$ cat config.mk
export PLATFORM = sky130hd
export DESIGN_NAME = tone_pattern_sequencer
export DESIGN_NICKNAME = d
export VERILOG_FILES = /design/src/hw/rtl/tps_pkg.sv /design/src/hw/rtl/tps_gain_freq.sv /design/src/hw/rtl/tone_pattern_sequencer.sv
export SDC_FILE = /design/constraint.sdc
export NUM_CORES = 1
export LEC_CHECK = 0
export ABC_AREA = 0
export BUFFER_PORTS_ARGS = -buffer_cell sky130_fd_sc_hd__buf_4
export CAP_MARGIN = 20
export CORE_ASPECT_RATIO = 1.1
export CORE_MARGIN = 4
export CORE_UTILIZATION = 50
export CTS_CLUSTER_DIAMETER = 40
export DETAILED_ROUTE_END_ITERATION = 6
export PLACE_DENSITY = 0.75
export SYNTH_ARGS = -nofsm -noshare
export SYNTH_HDL_FRONTEND = slang
export SYNTH_SLANG_ARGS = --single-unit
$ cat constraint.sdc
create_clock -name i_clk -period 6.9 [get_ports i_clk]
set_input_delay 1.035 -clock i_clk [delete_from_list [all_inputs] [get_ports i_clk]]
set_output_delay 1.035 -clock i_clk [all_outputs]
set_load 0.03 [all_outputs]
$ cat src/hw/rtl/tps_pkg.sv
// ----------------------------------------------------------------------------
// Tone pattern sequencer package
// Opcodes, field widths, register map and the pattern ROM.
// ----------------------------------------------------------------------------
package tps_pkg;

    localparam int FREQ_W    = 12;
    localparam int GAIN_W    = 12;
    localparam int ELAPSED_W = 9;
    localparam int PAT_W     = 3;
    localparam int STEP_W    = 3;

    localparam logic [ELAPSED_W-1:0] ELAPSED_MAX   = '1;
    localparam logic [FREQ_W-1:0]    GAIN_BASE_HZ  = 12'd500;
    localparam logic [9:0]           GAIN_SCALE_HZ = 10'd1000;

    localparam logic REG_SOUND_ENABLE = 1'b0;

    typedef enum logic [1:0] {
        OP_TICK = 2'd0,
        OP_PLAY = 2'd1,
        OP_GAIN = 2'd2,
        OP_NOP  = 2'd3
    } t_opcode;

    typedef struct packed {
        logic [FREQ_W-1:0]    hz;
        logic [ELAPSED_W-1:0] ms;
    } t_step;

    function automatic logic [STEP_W-1:0] rom_len(input logic [PAT_W-1:0] pat);
        logic [STEP_W-1:0] len;
        case (pat)
            3'd0:    len = 3'd5;
            3'd2:    len = 3'd1;
            3'd5:    len = 3'd5;
            default: len = 3'd3;
        endcase
        return len;
    endfunction

    function automatic t_step mk(input int hz, input int ms);
        t_step s;
        s.hz = FREQ_W'(hz);
        s.ms = ELAPSED_W'(ms);
        return s;
    endfunction

    function automatic t_step rom_step(input logic [PAT_W-1:0] pat,
                                       input logic [STEP_W-1:0] step);
        t_step s;
        s = mk(0, 0);
        case ({pat, step})
            {3'd0, 3'd0}: s = mk(1500, 80);
            {3'd0, 3'd1}: s = mk(0, 30);
            {3'd0, 3'd2}: s = mk(2000, 80);
            {3'd0, 3'd3}: s = mk(0, 30);
            {3'd0, 3'd4}: s = mk(2500, 80);
            {3'd1, 3'd0}: s = mk(1500, 100);
            {3'd1, 3'd1}: s = mk(0, 30);
            {3'd1, 3'd2}: s = mk(2500, 150);
            {3'd2, 3'd0}: s = mk(2000, 100);
            {3'd3, 3'd0}: s = mk(2000, 80);
            {3'd3, 3'd1}: s = mk(0, 50);
            {3'd3, 3'd2}: s = mk(2000, 80);
            {3'd4, 3'd0}: s = mk(2000, 80);
            {3'd4, 3'd1}: s = mk(0, 200);
            {3'd4, 3'd2}: s = mk(2500, 300);
            {3'd5, 3'd0}: s = mk(1500, 100);
            {3'd5, 3'd1}: s = mk(0, 50);
            {3'd5, 3'd2}: s = mk(2000, 100);
            {3'd5, 3'd3}: s = mk(0, 50);
            {3'd5, 3'd4}: s = mk(2500, 100);
            {3'd6, 3'd0}: s = mk(2500, 100);
            {3'd6, 3'd1}: s = mk(0, 50);
            {3'd6, 3'd2}: s = mk(1500, 100);
            {3'd7, 3'd0}: s = mk(800, 200);
            {3'd7, 3'd1}: s = mk(0, 100);
            {3'd7, 3'd2}: s = mk(800, 200);
            default:      s = mk(0, 0);
        endcase
        return s;
    endfunction

endpackage

$ cat src/hw/rtl/tps_gain_freq.sv
// ----------------------------------------------------------------------------
// Gain tone frequency
// 500 + (gain * 1000) >> 8 for unsigned Q4.8 gain, saturated at MAX_FREQ.
// ----------------------------------------------------------------------------
module tps_gain_freq #(
    parameter int MAX_FREQ = 4000
) (
    input  logic [tps_pkg::GAIN_W-1:0] i_gain,
    output logic [tps_pkg::FREQ_W-1:0] o_freq
);

    localparam int PROD_W = tps_pkg::GAIN_W + 10;
    localparam int SUM_W  = PROD_W - 8 + 1;

    logic [PROD_W-1:0] prod;
    logic [SUM_W-1:0]  sum;

    assign prod = PROD_W'(i_gain) * PROD_W'(tps_pkg::GAIN_SCALE_HZ);
    assign sum  = SUM_W'(prod[PROD_W-1:8]) + SUM_W'(tps_pkg::GAIN_BASE_HZ);

    always_comb begin
        if (sum > SUM_W'(MAX_FREQ)) begin
            o_freq = tps_pkg::FREQ_W'(MAX_FREQ);
        end else begin
            o_freq = sum[tps_pkg::FREQ_W-1:0];
        end
    end

endmodule

$ cat src/hw/rtl/tone_pattern_sequencer.sv
// ----------------------------------------------------------------------------
// Tone pattern sequencer
// Plays ROM beep patterns and gain tones, advanced by millisecond tick items.
//
//   channel   dir  handshake                      contents
//   s_axis    in   s_axis_tvalid / s_axis_tready  opcode, pattern_id, gain
//   m_axis    out  m_axis_tvalid / m_axis_tready  tone_on, tone_freq, busy_res
//   apb       in   psel & penable & pwrite        sound_enable (addr 0)
//
// One item per cycle unless stalled: each accepted item updates the state
// and loads the result register in the same cycle; gain multiply and step
// ROM lookup sit between the input and state registers and the result
// register. Result appears in the cycle after acceptance; s_axis_tready
// stays high unless a result is waiting and m_axis_tready is low.
// Synchronous reset: idle, no result pending, sound_enable = 1.
// ----------------------------------------------------------------------------
module tone_pattern_sequencer #(
    parameter int GAIN_TONE_MS = 50,
    parameter int MAX_FREQ     = 4000
) (
    input  logic        i_clk,
    input  logic        i_rst_n,
    input  logic        s_axis_tvalid,
    output logic        s_axis_tready,
    input  logic [15:0] s_axis_tdata,   // [2:0] pattern_id, [14:3] gain, [15] zero
    input  logic [1:0]  s_axis_tuser,   // [1:0] opcode
    output logic        m_axis_tvalid,
    input  logic        m_axis_tready,
    output logic [15:0] m_axis_tdata,   // [0] tone_on, [12:1] tone_freq, [13] busy_res
    input  logic        psel,
    input  logic        penable,
    input  logic        pwrite,
    input  logic [2:0]  paddr,
    input  logic [31:0] pwdata,
    output logic [31:0] prdata,
    output logic        pready
);

    localparam int FW = tps_pkg::FREQ_W;
    localparam int EW = tps_pkg::ELAPSED_W;
    localparam int PW = tps_pkg::PAT_W;
    localparam int SW = tps_pkg::STEP_W;

    logic          r_enable,    n_enable;
    logic          r_active,    n_active;
    logic          r_gain_mode, n_gain_mode;
    logic [PW-1:0] r_pattern,   n_pattern;
    logic [SW-1:0] r_step,      n_step;
    logic [EW-1:0] r_elapsed,   n_elapsed;
    logic          r_sounding,  n_sounding;
    logic [FW-1:0] r_freq,      n_freq;
    logic          r_out_valid;
    logic [15:0]   r_out_data,  n_out_data;

    logic             accept;
    logic             cfg_wr;
    tps_pkg::t_opcode opcode;
    logic [PW-1:0]    in_pattern;
    logic [FW-1:0]    gain_freq;
    logic [EW-1:0]    elapsed_inc;
    logic [SW-1:0]    step_inc;
    logic [SW-1:0]    cur_len;
    tps_pkg::t_step   cur_step;
    tps_pkg::t_step   next_step;
    tps_pkg::t_step   first_step;

    assign s_axis_tready = !r_out_valid || m_axis_tready;
    assign accept        = s_axis_tvalid && s_axis_tready;
    assign cfg_wr        = psel && penable && pwrite && pready;
    assign opcode        = tps_pkg::t_opcode'(s_axis_tuser);
    assign in_pattern    = s_axis_tdata[PW-1:0];

    tps_gain_freq #(
        .MAX_FREQ (MAX_FREQ)
    ) u_gain_freq (
        .i_gain (s_axis_tdata[PW +: tps_pkg::GAIN_W]),
        .o_freq (gain_freq)
    );

    assign elapsed_inc = (r_elapsed == tps_pkg::ELAPSED_MAX) ? r_elapsed : r_elapsed + 1'b1;
    assign step_inc    = r_step + 1'b1;
    assign cur_len     = tps_pkg::rom_len(r_pattern);
    assign cur_step    = tps_pkg::rom_step(r_pattern, r_step);
    assign next_step   = tps_pkg::rom_step(r_pattern, step_inc);
    assign first_step  = tps_pkg::rom_step(in_pattern, '0);

    always_comb begin
        n_enable    = r_enable;
        n_active    = r_active;
        n_gain_mode = r_gain_mode;
        n_pattern   = r_pattern;
        n_step      = r_step;
        n_elapsed   = r_elapsed;
        n_sounding  = r_sounding;
        n_freq      = r_freq;

        if (accept) begin
            case (opcode)
                tps_pkg::OP_TICK: begin
                    if (r_active) begin
                        n_elapsed = elapsed_inc;
                        if (r_gain_mode) begin
                            if (elapsed_inc >= EW'(GAIN_TONE_MS)) begin
                                n_active    = 1'b0;
                                n_gain_mode = 1'b0;
                                n_sounding  = 1'b0;
                                n_freq      = '0;
                            end
                        end else if (r_step >= cur_len) begin
                            n_active    = 1'b0;
                            n_gain_mode = 1'b0;
                            n_sounding  = 1'b0;
                            n_freq      = '0;
                        end else if (elapsed_inc >= cur_step.ms) begin
                            n_step = step_inc;
                            if (step_inc >= cur_len) begin
                                n_active    = 1'b0;
                                n_gain_mode = 1'b0;
                                n_sounding  = 1'b0;
                                n_freq      = '0;
                            end else begin
                                n_elapsed  = '0;
                                n_freq     = next_step.hz;
                                n_sounding = (next_step.hz != '0);
                            end
                        end
                    end
                end
                tps_pkg::OP_PLAY: begin
                    if (r_enable) begin
                        n_active    = 1'b1;
                        n_gain_mode = 1'b0;
                        n_pattern   = in_pattern;
                        n_step      = '0;
                        n_elapsed   = '0;
                        n_freq      = first_step.hz;
                        n_sounding  = (first_step.hz != '0);
                    end
                end
                tps_pkg::OP_GAIN: begin
                    if (r_enable) begin
                        n_active    = 1'b1;
                        n_gain_mode = 1'b1;
                        n_pattern   = '0;
                        n_step      = '0;
                        n_elapsed   = '0;
                        n_freq      = gain_freq;
                        n_sounding  = 1'b1;
                    end
                end
                default: begin
                end
            endcase
        end

        if (cfg_wr && paddr[2] == tps_pkg::REG_SOUND_ENABLE) begin
            n_enable = pwdata[0];
            if (!pwdata[0]) begin
                n_active    = 1'b0;
                n_gain_mode = 1'b0;
                n_sounding  = 1'b0;
                n_freq      = '0;
            end
        end

        n_out_data = {2'b00, n_active, (n_sounding ? n_freq : FW'(0)), n_sounding};
    end

    always_ff @(posedge i_clk) begin
        if (!i_rst_n) begin
            r_enable    <= 1'b1;
            r_active    <= 1'b0;
            r_gain_mode <= 1'b0;
            r_pattern   <= '0;
            r_step      <= '0;
            r_elapsed   <= '0;
            r_sounding  <= 1'b0;
            r_freq      <= '0;
            r_out_valid <= 1'b0;
        end else begin
            r_enable    <= n_enable;
            r_active    <= n_active;
            r_gain_mode <= n_gain_mode;
            r_pattern   <= n_pattern;
            r_step      <= n_step;
            r_elapsed   <= n_elapsed;
            r_sounding  <= n_sounding;
            r_freq      <= n_freq;
            if (accept) begin
                r_out_valid <= 1'b1;
            end else if (m_axis_tready) begin
                r_out_valid <= 1'b0;
            end
        end
    end

    always_ff @(posedge i_clk) begin
        if (accept) begin
            r_out_data <= n_out_data;
        end
    end

    assign m_axis_tvalid = r_out_valid;
    assign m_axis_tdata  = r_out_data;
    assign pready        = 1'b1;
    assign prdata        = (paddr[2] == tps_pkg::REG_SOUND_ENABLE) ? {31'd0, r_enable} : '0;

endmodule

==> impl_results.md <==
- Register area share after synthesis: 15.6%
- Levels on crit path: 20
- Pwr dens: 377 mW/mm²
- Max-cap violation count: 0
- Final antenna diode count: 0
- FF-to-FF End: m_axis_tdata[8]
- Horiz. Die Dim: 119 µm
- Gr ovfl total: 0
- Final Slew Violations: 0
- Flops & latches, synth: 46
- RSZ-0062 raised after global routing: no
- Critical Path RT: 6.92 ns
- Synth async-reset ratio: 0%
- GR Util met1: 26.2%
- Met3 usage: 2.76%
- WL/cell: 15.2 µm
- WHS: 0.537 ns
- Slew @ Worst Pin: 0.973 ns
- Worst path max stage delay: 0.69 ns
- Detailed-route via count: 6,113
- Area leader, netlist: ha_1
- GRT Util Overall: 20.4%
- Final net count: 1,026
- Max Clock Skew: 0.0111 ns
- # H-tree levels: 2
- Cts-stage hold buffer count: 0
- Initial core utilization: 51.4%
- Largest net degree at the start of global routing: 37
- Final hold violations: 0
- Number of global-route vias before repair: 5,630
- Status: complete, but fails checks
- Met2 global-route usage: 36.9%
- Critical R2R Launch: r_step[0]
- Yosys top cell area share: 12.5%
- Post-CTS Setup Bufs: 0
- CTS tree: done
- # IOs: 111
- Delay-heaviest family, CP: adder cells
- Fin Setup TNS: 0 ns
- Worst Hold Class: reg -> reg
- Clk sinks: 46
- Worst path most repeated cell: fa_1
- Worst Setup EP: m_axis_tdata[3]
- Post-cts gate resize count: 0
- Synth cell types: 92
- Post-synth EDFFs: 14
- First-pass GRT wire length: 26.7 mm
- Syn_area_per_cell: 8.09 µm²
- Fillers: 1,252
- Clk Latency, worst-skew pair: 0.30 ns
- Worst-path clk slew: 0.07 ns
- Most used routing layer: met2
- Post-Syn Area: 0.00682 mm²
- Cts bufs inserted: 5
- Worst Setup SP: s_axis_tdata[3]
- # rows: 44
- Setup violators final: 0
- DIE AREA: 0.0156 mm²
- Area contributors post-synth: ha_1 12%, fa_1 11%, dfxtp_1 9.4%
- WP buf/inv: 4
- Commonest cells in the netlist: 83 x inv_1, 68 x ha_1, 63 x nor2_1, 49 x a21oi_1, 45 x o21ai_0
- Antenna-violating nets left: 0
- Rel. slew slack: 35.0%
- DRC Markers: 1
- LEAKAGE: 3.25 nW
- Core Area: 0.0133 mm²
- Post-Route WL: 15.9 mm
- Failing checks: DRC
- 1st-iter DRT viols: 784
- Sum of net half-perimeters after detailed placement: 12.5 mm
- Flop-to-flop setup slack: 1.46 ns
- Critical Setup Path Class: in -> reg
- VDD IR max: 0.364 mV
- Area grow syn2layout: 6.88%
- Die height: 130 µm
- Port Buffers: 42
- Initial DRT Pass Iterations: 7
- Crit-path max FO: 6
- Max Root-Sink Buffers: 2
- Global placement routability congestion: 0.927
- Final Cycle Share: 94.1%
- Yosys warning count: 0
- Vias per cell: 5.84
- Most frequently used flop master after synthesis: dfxtp_1
- CP Capture Type: flip-flop
- CP Cell Sequence: buf_4 > fa_1 > fa_1 > inv_1 > fa_1 > fa_1 > inv_1 > ha_1 > or3_4 > o22ai_2 > inv_1 > a21oi_1 > xnor2_1 > ha_1 > a221oi_4 > a31oi_1 > xor2_1 > or4_1 > a311oi_2 > nor3_1
- Critical Path AT: 6.51 ns
- CP max stage cell: or4_1
- Minimum clock period: 6.49 ns
- Cells after Synth: 843
- Reg2Reg Depth: 17
- Fmax: 154 MHz
- Count leader, synth: inv_1
- Antenna violations before repair: 0
- Layout cells sized above 1: 10.4%
- CTS Root Cell: clkbuf_16
- Type of origin of the critical path: primary input
-- per-stage QoR --
step	setup slack (ns)	cells	util, %	total power [W]	cell area [µm²]
after floorplan	0.532	875	-	0.00202	6940
after global placement	0.135	1038	53.8	0.00245	7140
after detailed placement	0.0891	1038	53.8	0.00248	7140
after CTS	0.383	1046	54.9	0.00274	7290
after global routing	0.0657	1046	54.9	0.00301	7290
final	0.409	1046	54.9	0.00274	7290
-- state kept, by name (all words and copies together) (netlist names) --
register	count
r_gain_mode	1
r_freq	12
r_sounding	1
r_elapsed	9
r_active	1
r_pattern	3
r_step	3
m_axis_tvalid	1
m_axis_tdata	14
r_enable	1
-- layout by cell type (no fill, tap or decap), types with 5 or more instances in the layout --
cell       instances
a21oi_1           49
a31oi_1            9
nand4_1            5
xnor2_1           12
a21o_1            17
o211ai_1           8
nand2_1           38
nor2b_1           21
buf_4             55
o21a_1            12
fa_1              37
and4_1             5
a211oi_1          13
inv_1             83
nand3_1           19
a22oi_1            9
nor3b_1            8
o311ai_0           5
dfxtp_1           32
nor3_1            28
nand2b_1          13
and3_1             9
ha_1              68
a21boi_0           8
mux2i_1            7
clkbuf_16          5
o211a_1            6
o21ai_0           44
and2_1            11
edfxtp_1          14
xor2_1             9
or3_1              6
nor2_1            63
conb_1            34
-- cells by family (layout without fill, tap and decap cells) --
logic type      after synthesis  after routing  synth area share (%)
compound gates              247            247                  25.9
xor+xnor                     21             21                  2.70
fa+ha+maj                   105            105                  23.3
buf+inv                     159            146                  11.1
flops                        46             46                  15.6
mux                           8              8                  1.19
other cells                   2             34                 0.110
simple gates                255            255                  20.1
-- worst min path at each step --
stage / startpoint / end / slack [ns] / cells past startpoint
final: r_gain_mode / r_gain_mode / 0.54 / 2
after global routing: r_gain_mode / r_gain_mode / 0.59 / 2
after detailed placement: r_gain_mode / r_gain_mode / 0.53 / 2
after CTS: r_gain_mode / r_gain_mode / 0.54 / 2
after floorplan: r_gain_mode / r_gain_mode / 0.47 / 2
after global placement: r_gain_mode / r_gain_mode / 0.52 / 2
-- worst reg2reg max path, stage by stage, from the launching register on --
cell and delay (ns):
dfxtp_1 0.73, inv_1 0.20, ha_1 0.36, nor2_1 0.22, nor2_1 0.08, a21oi_1 0.11, nor2_1 0.06, o21ai_0 0.23
ha_1 0.29, and3_1 0.20, a221o_1 0.31, a221oi_1 0.59, nand3_1 0.27, a31oi_1 0.49, o21ai_0 0.14, and3_1 0.31
or2_0 0.41, a211oi_1 0.25
-- power by group --
group | leakage (nW) | internal, W | switching (W) | total [W]
clock | 0.0664 | 0.000136 | 0.000111 | 0.000247
sequential | 0.401 | 0.000301 | 0.0000200 | 0.000321
combinational | 2.78 | 0.000913 | 0.00126 | 0.00218
total | 3.25 | 0.00135 | 0.00139 | 0.00274
-- layer usage --
layer,vias to the layer above,share of wire (%)
met5,-,0
met2,191,50
met4,0,1.7
li1,3006,-
met1,2886,43
met3,30,5.7
-- area by class of cell --
class	count	area, µm²	area share, %
clock buffers	5	125	1.72
clock inverters	3	23.8	0.326
inverters	83	312	4.28
multi-input cells	670	5120	70.3
flip-flops and latches	46	1060	14.6
well taps	184	230	3.16
repair buffers	55	413	5.67
Note: power is estimated with default switching activity, not from simulation.
